**src/rtl/core/pmd_pkg.sv**
```systemverilog
// constants and types shared by the peak min/max detector modules
package pmd_pkg;

   localparam int MAX_CHANNELS = 8;
   localparam int CH_W = (MAX_CHANNELS > 1) ? $clog2(MAX_CHANNELS) : 1;
   localparam int NCH_W = $clog2(MAX_CHANNELS + 1);
   localparam int QUEUE_DEPTH = 2;

   localparam int SAMPLE_W = 16;
   localparam int COUNT_W = 32;
   localparam int BLOCK_SIZE_W = 16;
   localparam int CHAN_COUNT_W = 4;
   localparam int SAMPLE_BYTES_W = 2;
   localparam int CSR_INDEX_W = 2;
   localparam int CSR_DATA_W = 16;
   localparam int CHANNEL_W = 3;

   localparam logic [CSR_INDEX_W-1:0] CSR_BLOCK_SIZE = 2'd0;
   localparam logic [CSR_INDEX_W-1:0] CSR_CHANNEL_COUNT = 2'd1;
   localparam logic [CSR_INDEX_W-1:0] CSR_SAMPLE_BYTES = 2'd2;

   localparam logic [SAMPLE_BYTES_W-1:0] SB_BYTE = 2'd1;

   localparam logic [BLOCK_SIZE_W-1:0] BLOCK_SIZE_RESET = 16'd256;
   localparam logic [CHAN_COUNT_W-1:0] CHAN_COUNT_RESET = 4'd2;
   localparam logic [SAMPLE_BYTES_W-1:0] SAMPLE_BYTES_RESET = 2'd2;

   typedef logic [MAX_CHANNELS-1:0][SAMPLE_W-1:0] lane_array_type;

   typedef struct packed {
      lane_array_type peak_high;
      lane_array_type peak_low;
      logic [NCH_W-1:0] nch;
      logic [COUNT_W-1:0] frame;
      logic [COUNT_W-1:0] blocks;
   } block_entry_type;

endpackage

```
**src/rtl/core/pmd_front.sv**
```systemverilog
// front end: config registers, sample centring and per-channel block statistics
module pmd_front (
   input  logic clock,
   input  logic reset,
   input  logic req_valid,
   output logic req_stall,
   input  logic [pmd_pkg::SAMPLE_W-1:0] req_sample,
   input  logic csr_valid,
   output logic csr_ready,
   input  logic [pmd_pkg::CSR_INDEX_W-1:0] csr_index,
   input  logic [pmd_pkg::CSR_DATA_W-1:0] csr_wdata,
   output logic push_valid,
   input  logic push_ready,
   output pmd_pkg::block_entry_type push_data
);
   import pmd_pkg::*;

   logic [BLOCK_SIZE_W-1:0] block_size_ff;
   logic [CHAN_COUNT_W-1:0] channel_count_ff;
   logic [SAMPLE_BYTES_W-1:0] sample_bytes_ff;

   lane_array_type chan_max_ff, chan_max_in;
   lane_array_type chan_min_ff, chan_min_in;
   logic [CH_W-1:0] chan_index_ff, chan_index_in;
   logic [BLOCK_SIZE_W-1:0] frame_in_block_ff, frame_in_block_in;
   logic [COUNT_W-1:0] frame_total_ff, frame_total_in;
   logic [SAMPLE_W:0] largest_mag_ff, largest_mag_in;
   logic [COUNT_W-1:0] largest_pos_ff, largest_pos_in;
   logic [COUNT_W-1:0] blocks_done_ff, blocks_done_in;

   logic accept;
   logic [SAMPLE_W-1:0] centred;
   logic [SAMPLE_W:0] mag;
   logic [NCH_W-1:0] nch_eff;
   logic [BLOCK_SIZE_W-1:0] bs_eff;
   logic frame_end;
   logic block_end;

   assign csr_ready = 1'b1;
   assign req_stall = !push_ready;
   assign accept = req_valid && push_ready;

   always_comb begin
      if (sample_bytes_ff == SB_BYTE) begin
         centred = {{8{~req_sample[7]}}, ~req_sample[7], req_sample[6:0]};
      end else begin
         centred = req_sample;
      end
      mag = centred[SAMPLE_W-1] ? ({1'b0, ~centred} + (SAMPLE_W+1)'(1)) : {1'b0, centred};

      if (channel_count_ff == '0) begin
         nch_eff = NCH_W'(1);
      end else if (32'(channel_count_ff) > 32'(MAX_CHANNELS)) begin
         nch_eff = NCH_W'(MAX_CHANNELS);
      end else begin
         nch_eff = NCH_W'(channel_count_ff);
      end
      bs_eff = (block_size_ff == '0) ? BLOCK_SIZE_W'(1) : block_size_ff;

      frame_end = (NCH_W'(chan_index_ff) + NCH_W'(1)) >= nch_eff;
      block_end = ({1'b0, frame_in_block_ff} + (BLOCK_SIZE_W+1)'(1)) >= {1'b0, bs_eff};
   end

   always_comb begin
      chan_max_in = chan_max_ff;
      chan_min_in = chan_min_ff;
      for (int i = 0; i < MAX_CHANNELS; i++) begin
         if (accept && chan_index_ff == CH_W'(i)) begin
            if (frame_in_block_ff == '0) begin
               chan_max_in[i] = centred;
               chan_min_in[i] = centred;
            end else begin
               if ($signed(centred) > $signed(chan_max_ff[i])) chan_max_in[i] = centred;
               if ($signed(centred) < $signed(chan_min_ff[i])) chan_min_in[i] = centred;
            end
         end
      end

      chan_index_in = chan_index_ff;
      frame_in_block_in = frame_in_block_ff;
      frame_total_in = frame_total_ff;
      largest_mag_in = largest_mag_ff;
      largest_pos_in = largest_pos_ff;
      blocks_done_in = blocks_done_ff;

      if (accept) begin
         if (mag > largest_mag_ff) begin
            largest_mag_in = mag;
            largest_pos_in = frame_total_ff;
         end
         if (!frame_end) begin
            chan_index_in = chan_index_ff + CH_W'(1);
         end else begin
            chan_index_in = '0;
            frame_total_in = frame_total_ff + COUNT_W'(1);
            if (!block_end) begin
               frame_in_block_in = frame_in_block_ff + BLOCK_SIZE_W'(1);
            end else begin
               frame_in_block_in = '0;
               blocks_done_in = blocks_done_ff + COUNT_W'(1);
            end
         end
      end
   end

   assign push_valid = accept && frame_end && block_end;
   assign push_data.peak_high = chan_max_in;
   assign push_data.peak_low = chan_min_in;
   assign push_data.nch = nch_eff;
   assign push_data.frame = largest_pos_in;
   assign push_data.blocks = blocks_done_in;

   always_ff @(posedge clock) begin
      if (reset) begin
         block_size_ff <= BLOCK_SIZE_RESET;
         channel_count_ff <= CHAN_COUNT_RESET;
         sample_bytes_ff <= SAMPLE_BYTES_RESET;
         chan_max_ff <= '0;
         chan_min_ff <= '0;
         chan_index_ff <= '0;
         frame_in_block_ff <= '0;
         frame_total_ff <= '0;
         largest_mag_ff <= '0;
         largest_pos_ff <= '0;
         blocks_done_ff <= '0;
      end else begin
         if (csr_valid) begin
            case (csr_index)
               CSR_BLOCK_SIZE: block_size_ff <= csr_wdata[BLOCK_SIZE_W-1:0];
               CSR_CHANNEL_COUNT: channel_count_ff <= csr_wdata[CHAN_COUNT_W-1:0];
               CSR_SAMPLE_BYTES: sample_bytes_ff <= csr_wdata[SAMPLE_BYTES_W-1:0];
               default: ;
            endcase
         end
         chan_max_ff <= chan_max_in;
         chan_min_ff <= chan_min_in;
         chan_index_ff <= chan_index_in;
         frame_in_block_ff <= frame_in_block_in;
         frame_total_ff <= frame_total_in;
         largest_mag_ff <= largest_mag_in;
         largest_pos_ff <= largest_pos_in;
         blocks_done_ff <= blocks_done_in;
      end
   end

endmodule

```
**src/rtl/core/pmd_queue.sv**
```systemverilog
// two-entry queue of finished block snapshots between front and back
module pmd_queue (
   input  logic clock,
   input  logic reset,
   input  logic push_valid,
   output logic push_ready,
   input  pmd_pkg::block_entry_type push_data,
   output logic pop_valid,
   input  logic pop,
   output pmd_pkg::block_entry_type pop_data
);
   import pmd_pkg::*;

   localparam int PTR_W = $clog2(QUEUE_DEPTH);
   localparam int CNT_W = $clog2(QUEUE_DEPTH + 1);

   block_entry_type entry_ff [QUEUE_DEPTH];
   logic [PTR_W-1:0] wr_ptr_ff, wr_ptr_in;
   logic [PTR_W-1:0] rd_ptr_ff, rd_ptr_in;
   logic [CNT_W-1:0] count_ff, count_in;
   logic do_push;
   logic do_pop;

   assign push_ready = count_ff != CNT_W'(QUEUE_DEPTH);
   assign pop_valid = count_ff != '0;
   assign pop_data = entry_ff[rd_ptr_ff];
   assign do_push = push_valid && push_ready;
   assign do_pop = pop && pop_valid;

   always_comb begin
      wr_ptr_in = wr_ptr_ff;
      rd_ptr_in = rd_ptr_ff;
      count_in = count_ff;
      if (do_push) begin
         wr_ptr_in = (32'(wr_ptr_ff) == QUEUE_DEPTH - 1) ? '0 : wr_ptr_ff + PTR_W'(1);
      end
      if (do_pop) begin
         rd_ptr_in = (32'(rd_ptr_ff) == QUEUE_DEPTH - 1) ? '0 : rd_ptr_ff + PTR_W'(1);
      end
      if (do_push && !do_pop) begin
         count_in = count_ff + CNT_W'(1);
      end else if (do_pop && !do_push) begin
         count_in = count_ff - CNT_W'(1);
      end
   end

   always_ff @(posedge clock) begin
      if (do_push) begin
         entry_ff[wr_ptr_ff] <= push_data;
      end
   end

   always_ff @(posedge clock) begin
      if (reset) begin
         wr_ptr_ff <= '0;
         rd_ptr_ff <= '0;
         count_ff <= '0;
      end else begin
         wr_ptr_ff <= wr_ptr_in;
         rd_ptr_ff <= rd_ptr_in;
         count_ff <= count_in;
      end
   end

endmodule

```
**src/rtl/core/pmd_back.sv**
```systemverilog
// back end: drains one block snapshot as one result per channel
module pmd_back (
   input  logic clock,
   input  logic reset,
   input  logic pop_valid,
   output logic pop,
   input  pmd_pkg::block_entry_type pop_data,
   output logic rsp_valid,
   input  logic rsp_stall,
   output logic [pmd_pkg::CHANNEL_W-1:0] rsp_channel,
   output logic [pmd_pkg::SAMPLE_W-1:0] rsp_peak_high,
   output logic [pmd_pkg::SAMPLE_W-1:0] rsp_peak_low,
   output logic rsp_last,
   output logic [pmd_pkg::COUNT_W-1:0] rsp_peak_of_peaks_frame,
   output logic [pmd_pkg::COUNT_W-1:0] rsp_block_count
);
   import pmd_pkg::*;

   logic busy_ff, busy_in;
   logic [CH_W-1:0] k_ff, k_in;
   lane_array_type high_ff, high_in;
   lane_array_type low_ff, low_in;
   logic [NCH_W-1:0] nch_ff, nch_in;
   logic [COUNT_W-1:0] frame_ff, frame_in;
   logic [COUNT_W-1:0] blocks_ff, blocks_in;
   logic taken;
   logic is_last;

   assign is_last = (NCH_W'(k_ff) + NCH_W'(1)) == nch_ff;
   assign taken = busy_ff && !rsp_stall;
   assign pop = pop_valid && (!busy_ff || (taken && is_last));

   always_comb begin
      busy_in = busy_ff;
      k_in = k_ff;
      high_in = high_ff;
      low_in = low_ff;
      nch_in = nch_ff;
      frame_in = frame_ff;
      blocks_in = blocks_ff;
      if (pop) begin
         busy_in = 1'b1;
         k_in = '0;
         high_in = pop_data.peak_high;
         low_in = pop_data.peak_low;
         nch_in = pop_data.nch;
         frame_in = pop_data.frame;
         blocks_in = pop_data.blocks;
      end else if (taken) begin
         if (is_last) begin
            busy_in = 1'b0;
         end else begin
            k_in = k_ff + CH_W'(1);
            for (int i = 0; i < MAX_CHANNELS - 1; i++) begin
               high_in[i] = high_ff[i+1];
               low_in[i] = low_ff[i+1];
            end
         end
      end
   end

   assign rsp_valid = busy_ff;
   assign rsp_channel = CHANNEL_W'(k_ff);
   assign rsp_peak_high = high_ff[0];
   assign rsp_peak_low = low_ff[0];
   assign rsp_last = is_last;
   assign rsp_peak_of_peaks_frame = frame_ff;
   assign rsp_block_count = blocks_ff;

   always_ff @(posedge clock) begin
      high_ff <= high_in;
      low_ff <= low_in;
      nch_ff <= nch_in;
      frame_ff <= frame_in;
      blocks_ff <= blocks_in;
   end

   always_ff @(posedge clock) begin
      if (reset) begin
         busy_ff <= 1'b0;
         k_ff <= '0;
      end else begin
         busy_ff <= busy_in;
         k_ff <= k_in;
      end
   end

endmodule

```
**src/rtl/core/block_peak_min_max_detector.sv**
```systemverilog
// top level of the block peak min/max detector
//
//   channel  direction  handshake          payload
//   req_     in         valid / stall      sample
//   rsp_     out        valid / stall      channel, peak pair, last, frame, block count
//   csr_     in         valid / ready      index, write data
//
// one request is taken per cycle while req_stall is low; the statistics update completes in that cycle.
// at a block end the channel snapshot enters a two-entry queue; the back end
// sends one result per cycle while rsp_stall is low, one result per channel of the block.
// req_stall rises only while the queue is full; rsp_stall holds the current result.
// synchronous active-high reset restores the default registers and clears all counts.
module block_peak_min_max_detector (
   input  logic clock,
   input  logic reset,
   input  logic req_valid,
   output logic req_stall,
   input  logic [pmd_pkg::SAMPLE_W-1:0] req_sample,
   output logic rsp_valid,
   input  logic rsp_stall,
   output logic [pmd_pkg::CHANNEL_W-1:0] rsp_channel,
   output logic signed [pmd_pkg::SAMPLE_W-1:0] rsp_peak_high,
   output logic signed [pmd_pkg::SAMPLE_W-1:0] rsp_peak_low,
   output logic rsp_last,
   output logic [pmd_pkg::COUNT_W-1:0] rsp_peak_of_peaks_frame,
   output logic [pmd_pkg::COUNT_W-1:0] rsp_block_count,
   input  logic csr_valid,
   output logic csr_ready,
   input  logic [pmd_pkg::CSR_INDEX_W-1:0] csr_index,
   input  logic [pmd_pkg::CSR_DATA_W-1:0] csr_wdata
);
   import pmd_pkg::*;

   logic push_valid;
   logic push_ready;
   block_entry_type push_data;
   logic pop_valid;
   logic pop;
   block_entry_type pop_data;
   logic [SAMPLE_W-1:0] peak_high;
   logic [SAMPLE_W-1:0] peak_low;

   pmd_front u_front (
      .clock(clock),
      .reset(reset),
      .req_valid(req_valid),
      .req_stall(req_stall),
      .req_sample(req_sample),
      .csr_valid(csr_valid),
      .csr_ready(csr_ready),
      .csr_index(csr_index),
      .csr_wdata(csr_wdata),
      .push_valid(push_valid),
      .push_ready(push_ready),
      .push_data(push_data)
   );

   pmd_queue u_queue (
      .clock(clock),
      .reset(reset),
      .push_valid(push_valid),
      .push_ready(push_ready),
      .push_data(push_data),
      .pop_valid(pop_valid),
      .pop(pop),
      .pop_data(pop_data)
   );

   pmd_back u_back (
      .clock(clock),
      .reset(reset),
      .pop_valid(pop_valid),
      .pop(pop),
      .pop_data(pop_data),
      .rsp_valid(rsp_valid),
      .rsp_stall(rsp_stall),
      .rsp_channel(rsp_channel),
      .rsp_peak_high(peak_high),
      .rsp_peak_low(peak_low),
      .rsp_last(rsp_last),
      .rsp_peak_of_peaks_frame(rsp_peak_of_peaks_frame),
      .rsp_block_count(rsp_block_count)
   );

   assign rsp_peak_high = $signed(peak_high);
   assign rsp_peak_low = $signed(peak_low);

   a_full_stalls: assert property (@(posedge clock) disable iff (reset)
      !push_ready |-> req_stall)
      else $error("queue full without input stall");

   a_reset_idle: assert property (@(posedge clock)
      reset |=> !rsp_valid)
      else $error("result valid after reset");

   a_channel_step: assert property (@(posedge clock) disable iff (reset)
      rsp_valid && !rsp_stall && !rsp_last |=>
         rsp_valid && rsp_channel == $past(rsp_channel) + CHANNEL_W'(1))
      else $error("channel sequence broken within block");

   a_block_steady: assert property (@(posedge clock) disable iff (reset)
      rsp_valid && !rsp_stall && !rsp_last |=>
         rsp_block_count == $past(rsp_block_count)
         && rsp_peak_of_peaks_frame == $past(rsp_peak_of_peaks_frame))
      else $error("block fields changed within block");

endmodule

```
**config.mk**
```make
export PLATFORM = sky130hd
export DESIGN_NAME = block_peak_min_max_detector
export DESIGN_NICKNAME = d
export VERILOG_FILES = /design/src/rtl/core/pmd_pkg.sv /design/src/rtl/core/pmd_front.sv /design/src/rtl/core/pmd_queue.sv /design/src/rtl/core/pmd_back.sv /design/src/rtl/core/block_peak_min_max_detector.sv
export SDC_FILE = /design/constraint.sdc
export NUM_CORES = 2
export LEC_CHECK = 0
export BUFFER_PORTS_ARGS = -buffer_cell sky130_fd_sc_hd__buf_2
export CORE_UTILIZATION = 50
export DETAILED_ROUTE_END_ITERATION = 10
export GPL_TIMING_DRIVEN = 1
export PLACE_DENSITY = 0.69
export SKIP_CTS_REPAIR_TIMING = 1
export SLEW_MARGIN = 40
export SYNTH_ARGS = -nofsm -noshare
export SYNTH_HDL_FRONTEND = slang
export SYNTH_SLANG_ARGS = --single-unit
```
**constraint.sdc**
```tcl
create_clock -name clock -period 46.8 [get_ports clock]
set_input_delay 9.36 -clock clock [delete_from_list [all_inputs] [get_ports clock]]
set_output_delay 9.36 -clock clock [all_outputs]
set_load 0.01 [all_outputs]
```
# After elaboration in Yosys (flattened, before gate mapping)
# Memory sizes are Yosys's and may differ from the RTL's. A register that Yosys moved wholly into a read port is not among the register bits.
# Cells that the tools add are included.
dict set report classes {
  bitwise 3
  shifts 0
  addsub 13
  n_mul 0
  order_cmp 20
  mux 77
  reduce_logical 42
  n_div 0
  n_eq_ne 13
}
# operator n
set op_table {}
lappend op_table {{$mux 16} 51}
lappend op_table {{$mux 112} 6}
lappend op_table {{$mux 32} 5}
lappend op_table {{$gt 16x16->1} 8}
lappend op_table {{$lt 16x16->1} 8}
lappend op_table {{$add 32x1->32 const B} 2}
lappend op_table {{$add 16x1->17 const B} 2}
lappend op_table {{$logic_not 16->1} 2}
lappend op_table {{$logic_and 1x1->1} 18}
lappend op_table {{$ge 17x16->1} 1}
lappend op_table {{$gt 17x17->1} 1}
lappend op_table {{$mux 17} 1}
lappend op_table {{$add 16x1->16 const B} 1}
lappend op_table {{$not 16->16} 1}
lappend op_table {{$reduce_and 2->1} 8}
lappend op_table {{$eq 3x3->1 const B} 4}
lappend op_table {{$mux 1} 9}
lappend op_table {{$add 3x1->4 const B} 2}
lappend op_table {{$mux 4} 2}
lappend op_table {{$reduce_bool 2->1} 4}
lappend op_table {{$add 3x1->3 const B} 2}
lappend op_table {{$eq 3x2->1 const B} 2}
lappend op_table {{$logic_not 1->1} 5}
lappend op_table {{$eq 2x1->1 const B} 2}
lappend op_table {{other kinds (17)} 21}
dict set report word_totals {
  n_memories 1
  output_inout_bits 103
  register_bits 742
  elab_cells 218
  input_bits 39
  rom_bits 0
  mem_bits_rw 648
  latchBits 0
}
# name words width rd rd_clocked_by_memory_dff wr line
set mem_list {}
lappend mem_list {u_queue.entry_ff 2 324 1 1 1 pmd_queue.sv:17} ;# block_entry_type entry_ff [QUEUE_DEPTH];

# Logic depth before layout (Yosys ltp)
dict set report logic_depth {
  depth_word 11
  mapped_depth 19
  ltp_nobuf 17
}

# Cells and area by module
# A second synthesis with hierarchy kept.
dict set report unflattened {
  cells_unflattened 4778
  area_unflattened_um2 63260.7
}
# mod area_per_inst_um2 seq_area_each_um2 cells_each instances
set by_module_without_submodules {}
lappend by_module_without_submodules {pmd_front 26596.8 8207.9 3106 1}
lappend by_module_without_submodules {pmd_queue 23697.7 19558.8 1032 1}
lappend by_module_without_submodules {pmd_back 12966.2 9809.4 640 1}

# Least setup slack after synthesis
# OpenSTA, ideal clock, no wires.
dict set report synth_timing {
  path_kind {input -> register}
  start {in req_valid}
  end {mem u_queue.entry_ff[0][0] (netlist name) (enable)}
  cell_stages 7
  required_time_ps 45782
  arrival_time_ps 23782
  path_slack_ps 22000
  n_path_buf 2
  setup_ps 1018
  cell_sequence {and2_1 > o21a_1 > and2_1 > clkbuf_1 > o21ai_2 > buf_1 > nor2_1}
}
dict set report synth_between {
  elab_chain_len 6
}
# element line
set synth_rtl {}
lappend synth_rtl {{start: declaration} block_peak_min_max_detector.sv:16} ;# input logic req_valid,
lappend synth_rtl {{$logic_and 1x1->1} pmd_front.sv:41} ;# assign accept = req_valid && push_ready;
lappend synth_rtl {{$logic_and 1x1->1 (2 in series)} pmd_front.sv:106} ;# assign push_valid = accept && frame_end && block_end;
lappend synth_rtl {{$logic_and 1x1->1} pmd_queue.sv:27} ;# assign do_push = push_valid && push_ready;
lappend synth_rtl {{$mux 1} pmd_queue.sv:48} ;# if (do_push) begin
lappend synth_rtl {{$mux 1 (not written as such)} pmd_queue.sv:49} ;# entry_ff[wr_ptr_ff] <= push_data;
lappend synth_rtl {{end: declaration} pmd_queue.sv:17}
# Every way passes these cells.

==> flow_metrics.env <==
export IMPL_status="complete, no violations"
export IMPL_synth_most_common_cell="edfxtp_1"
export IMPL_cts_sinks=1391
export IMPL_fin_skew_ps=26.24
export IMPL_timing_worst_slew_pin_value_ps=882.6
export IMPL_num_nets_final=5216
export IMPL_avgSynthCellArea_um2=12.79
export IMPL_max_freq_ghz=0.06909
export IMPL_crit_path_max_fanout=44
export IMPL_asyncSetResetFlopFracSynth_pct=0
export IMPL_num_rows=127
export IMPL_drt_drc_violations_left=0
export IMPL_x_dimension_of_the_die_um=350.9
export IMPL_io_buffer_count=140
export IMPL_grt_most_used_layer="met2"
export IMPL_yosys_register_bits=1391
export IMPL_routed_via_density=5.450
export IMPL_period_share_pct=30.93
export IMPL_critical_path_s_slowest_cell="inv_1"
export IMPL_synth_seq_area_share_pct=61.74
export IMPL_fin_util_pct=56.66
export IMPL_p_per_area_nw_per_um2=52.87
export IMPL_critPathLaunchType="input port"
export IMPL_period_minus_slack_ps=14470
export IMPL_clk_pin_slew_ps=60
export IMPL_gr_usage_met1_pct=29.96
export IMPL_first_global_vias=36360
export IMPL_critical_path_data_arrival_time_ps=15060
export IMPL_vdd_drop_max_v=0.00004980
export IMPL_setup_worst_path_end_class="register"
export IMPL_setup_total_negative_slack_ps=0
export IMPL_effective_utilization_at_floorplan_pct=50.59
export IMPL_synth_fp_nets=5095
export IMPL_dr_first_iter_drc_count=2499
export IMPL_first_pass_grt_wire_length_mm=207.4
export IMPL_hold_violations=0
export IMPL_synth_commonest_cells="edfxtp_1, dfxtp_1, inv_1, mux2i_1, nand2_1"
export IMPL_cts_buffers=142
export IMPL_clock_root_buffer="clkbuf_16"
export IMPL_maxCapViolations=0
export IMPL_floorplan_die_height_um=350.9
export IMPL_dieArea_um2=123100
export IMPL_tritoncts="yes"
export IMPL_avgRoutedWirePerCell_um=20.39
export IMPL_wire_length_reported_by_the_detailed_router_mm=134.7
export IMPL_global_route_usage_met2_pct=36.18
export IMPL_synth_top_cell_area_share_pct=47.96
export IMPL_hpwl_mm=83.43
export IMPL_timing_critical_path_mode_cell="a21oi_1"
export IMPL_track_usage_pct=21.87
export IMPL_place_gp_congestion=0.8313
export IMPL_setup_worst_path_class="in2reg"
export IMPL_synthToLayoutAreaGrowth_pct=11.99
export IMPL_biggest_area_contributors_in_the_synthesized_netlist="edfxtp_1, dfxtp_1, ha_1"
export IMPL_crit_required_ps=47380
export IMPL_synth_area_um2=60860
export IMPL_timing_max_transition_violations_final=0
export IMPL_count_of_flip_flops_with_a_built_in_enable_after_synthesis=972
export IMPL_area_of_the_core_um2=120300
export IMPL_total_grt_overflow=0
export IMPL_route_vias_total=36010
export IMPL_synth_distinct_cells=81
export IMPL_clkLatencyLatePin_ps=740
export IMPL_yosys_most_used_dff="edfxtp_1"
export IMPL_setup_repair_after_global_routing_missed_its_margin="false"
export IMPL_drive_gt1_share_pct=16.06
export IMPL_ctsLongestPathBuffers=3
export IMPL_antenna_found_initial=2
export IMPL_setup_viol_count_final=0
export IMPL_grt_util_met3_pct=3.268
export IMPL_grt_max_degree=105
export IMPL_htree_num_levels=4
export IMPL_slew_headroom_pct=41.10
export IMPL_path_cells="buf_2 > inv_1 > ha_1 > nor3b_1 > nand2_1 > nor4_1 > a21oi_1 > xor2_1 > ha_1 > a21oi_1 > o21ai_0 > a2111oi_0 > a21oi_1 > o31ai_4 > buf_4 > mux2_2 > nor2b_1"
export IMPL_syn_instance_count=4758
export IMPL_route_antenna_remaining_nets=0
export IMPL_dr_pass1_iters=5
export IMPL_synth_largest_area_cell="edfxtp_1"
export IMPL_holdCritPathClass="reg2reg"
export IMPL_i_o_pin_count=142
export IMPL_total_leakage_power_nw=25.11
export IMPL_timing_critical_path_slowest_cell_delay_ps=790
export IMPL_yosys_warnings=0
[layout by cell type (no fill, tap or decap), types with 30 or more instances in the layout]
cell type	synthesis	routed
clkbuf_16	0	148
buf_2	27	139
nor2_1	168	166
mux2i_1	347	347
a21oi_1	144	141
nand2_1	344	344
nand4_1	62	62
xnor2_1	58	57
nand3_1	53	52
ha_1	298	298
inv_1	347	346
dfxtp_1	419	418
buf_4	35	61
nor3_1	30	30
nor2b_1	269	269
mux2_2	313	313
xor2_1	36	36
a21o_1	32	32
nand2b_1	64	64
clkbuf_1	173	35
o21ai_0	271	271
edfxtp_1	972	972
[layout make-up]
type / count / area [µm²]
clock inverter: 57 / 543.0
sequential: 1391 / 37580
clock buffer: 203 / 4110
inverter: 348 / 1309
multi-input combinational: 2767 / 20980
fill: 9759 / 52130
antenna: 1 / 2.502
timing repair buffer: 229 / 1610
tap: 1612 / 2017
[worst max-delay path, delay by kind of cell]
kind | cells | cell delay (ps)
AND/OR/NAND/NOR | 4 | 1150
buffers and inverters | 3 | 1750
AO/OA/AOI/OAI | 6 | 1420
adder cells (fa/ha/maj) | 2 | 640
XOR/XNOR | 1 | 190
multiplexers | 1 | 430
[final timing paths]
path / cells past startpoint / from / slack [ps] / to
min reg2reg: 2 / u_front.block_size_ff[0] / 460 / u_front.block_size_ff[0]
max: 17 / req_sample[1] / 32330 / u_front.largest_pos_ff[0]
max reg2reg: 18 / u_front.frame_in_block_ff[2] / 40740 / u_queue.entry_ff[0][80]
min: 2 / u_front.block_size_ff[0] / 460 / u_front.block_size_ff[0]
[kinds of logic after synthesis]
group / after synthesis / synth area share [%]
compound gates: 599 / 5.865
xor+xnor: 94 / 1.353
fa+ha+maj: 298 / 6.127
buf+inv: 600 / 3.974
flops: 1391 / 61.74
mux: 665 / 11.59
other cells: 2 / 0.01234
simple gates: 1109 / 9.336
[sequential cells by signal (all words and copies together), names as in the netlist, 3 cells and up, named ones only]
name,cells
u_front.chan_index_ff,3
u_back.rsp_peak_low,16
u_back.rsp_peak_of_peaks_frame,32
u_front.channel_count_ff,4
u_back.nch_ff,4
u_back.low_ff,112
u_back.rsp_peak_high,16
u_queue.entry_ff,648
u_front.blocks_done_ff,32
u_back.rsp_block_count,32
u_front.largest_pos_ff,32
u_front.frame_total_ff,32
u_front.chan_min_ff,128
u_back.rsp_channel,3
u_front.block_size_ff,16
u_front.chan_max_ff,128
u_front.frame_in_block_ff,16
u_front.largest_mag_ff,17
u_back.high_ff,112
[through the flow]
| step | cell area (µm²) | cells | setup slack (ps) | total power, W | hold slack (ps) |
|---|---|---|---|---|---|
| final | 68160 | 6608 | 32330 | 0.003604 | 463.3 |
| after global routing | 68150 | 6607 | 32030 | 0.003779 | 476.7 |
| after CTS | 68130 | 6606 | 31980 | 0.003637 | 458.2 |
| after detailed placement | 63480 | 6346 | 31220 | 0.002504 | 449.8 |
| after global placement | 63150 | 6332 | 31230 | 0.002475 | 446.9 |
| after floorplan | 60860 | 4758 | 22000 | 0.002236 | 424.7 |
[metal layers]
metal / routed length [µm] / up-vias / share of wire (%)
li1: - / 17290 / -
met1: 62510 / 17850 / 46
met2: 63720 / 678 / 47
met3: 5569 / 193 / 4.1
met4: 2944 / 0 / 2.2
met5: 0 / - / 0
[power by group]
part,internal (W),switching [W],total [W],leakage (nW)
sequential,0.00161,0.0000593,0.00167,12.3
combinational,0.000258,0.000545,0.000803,10.5
clock,0.000662,0.000467,0.00113,2.30
(Power assumes the default switching activity.)
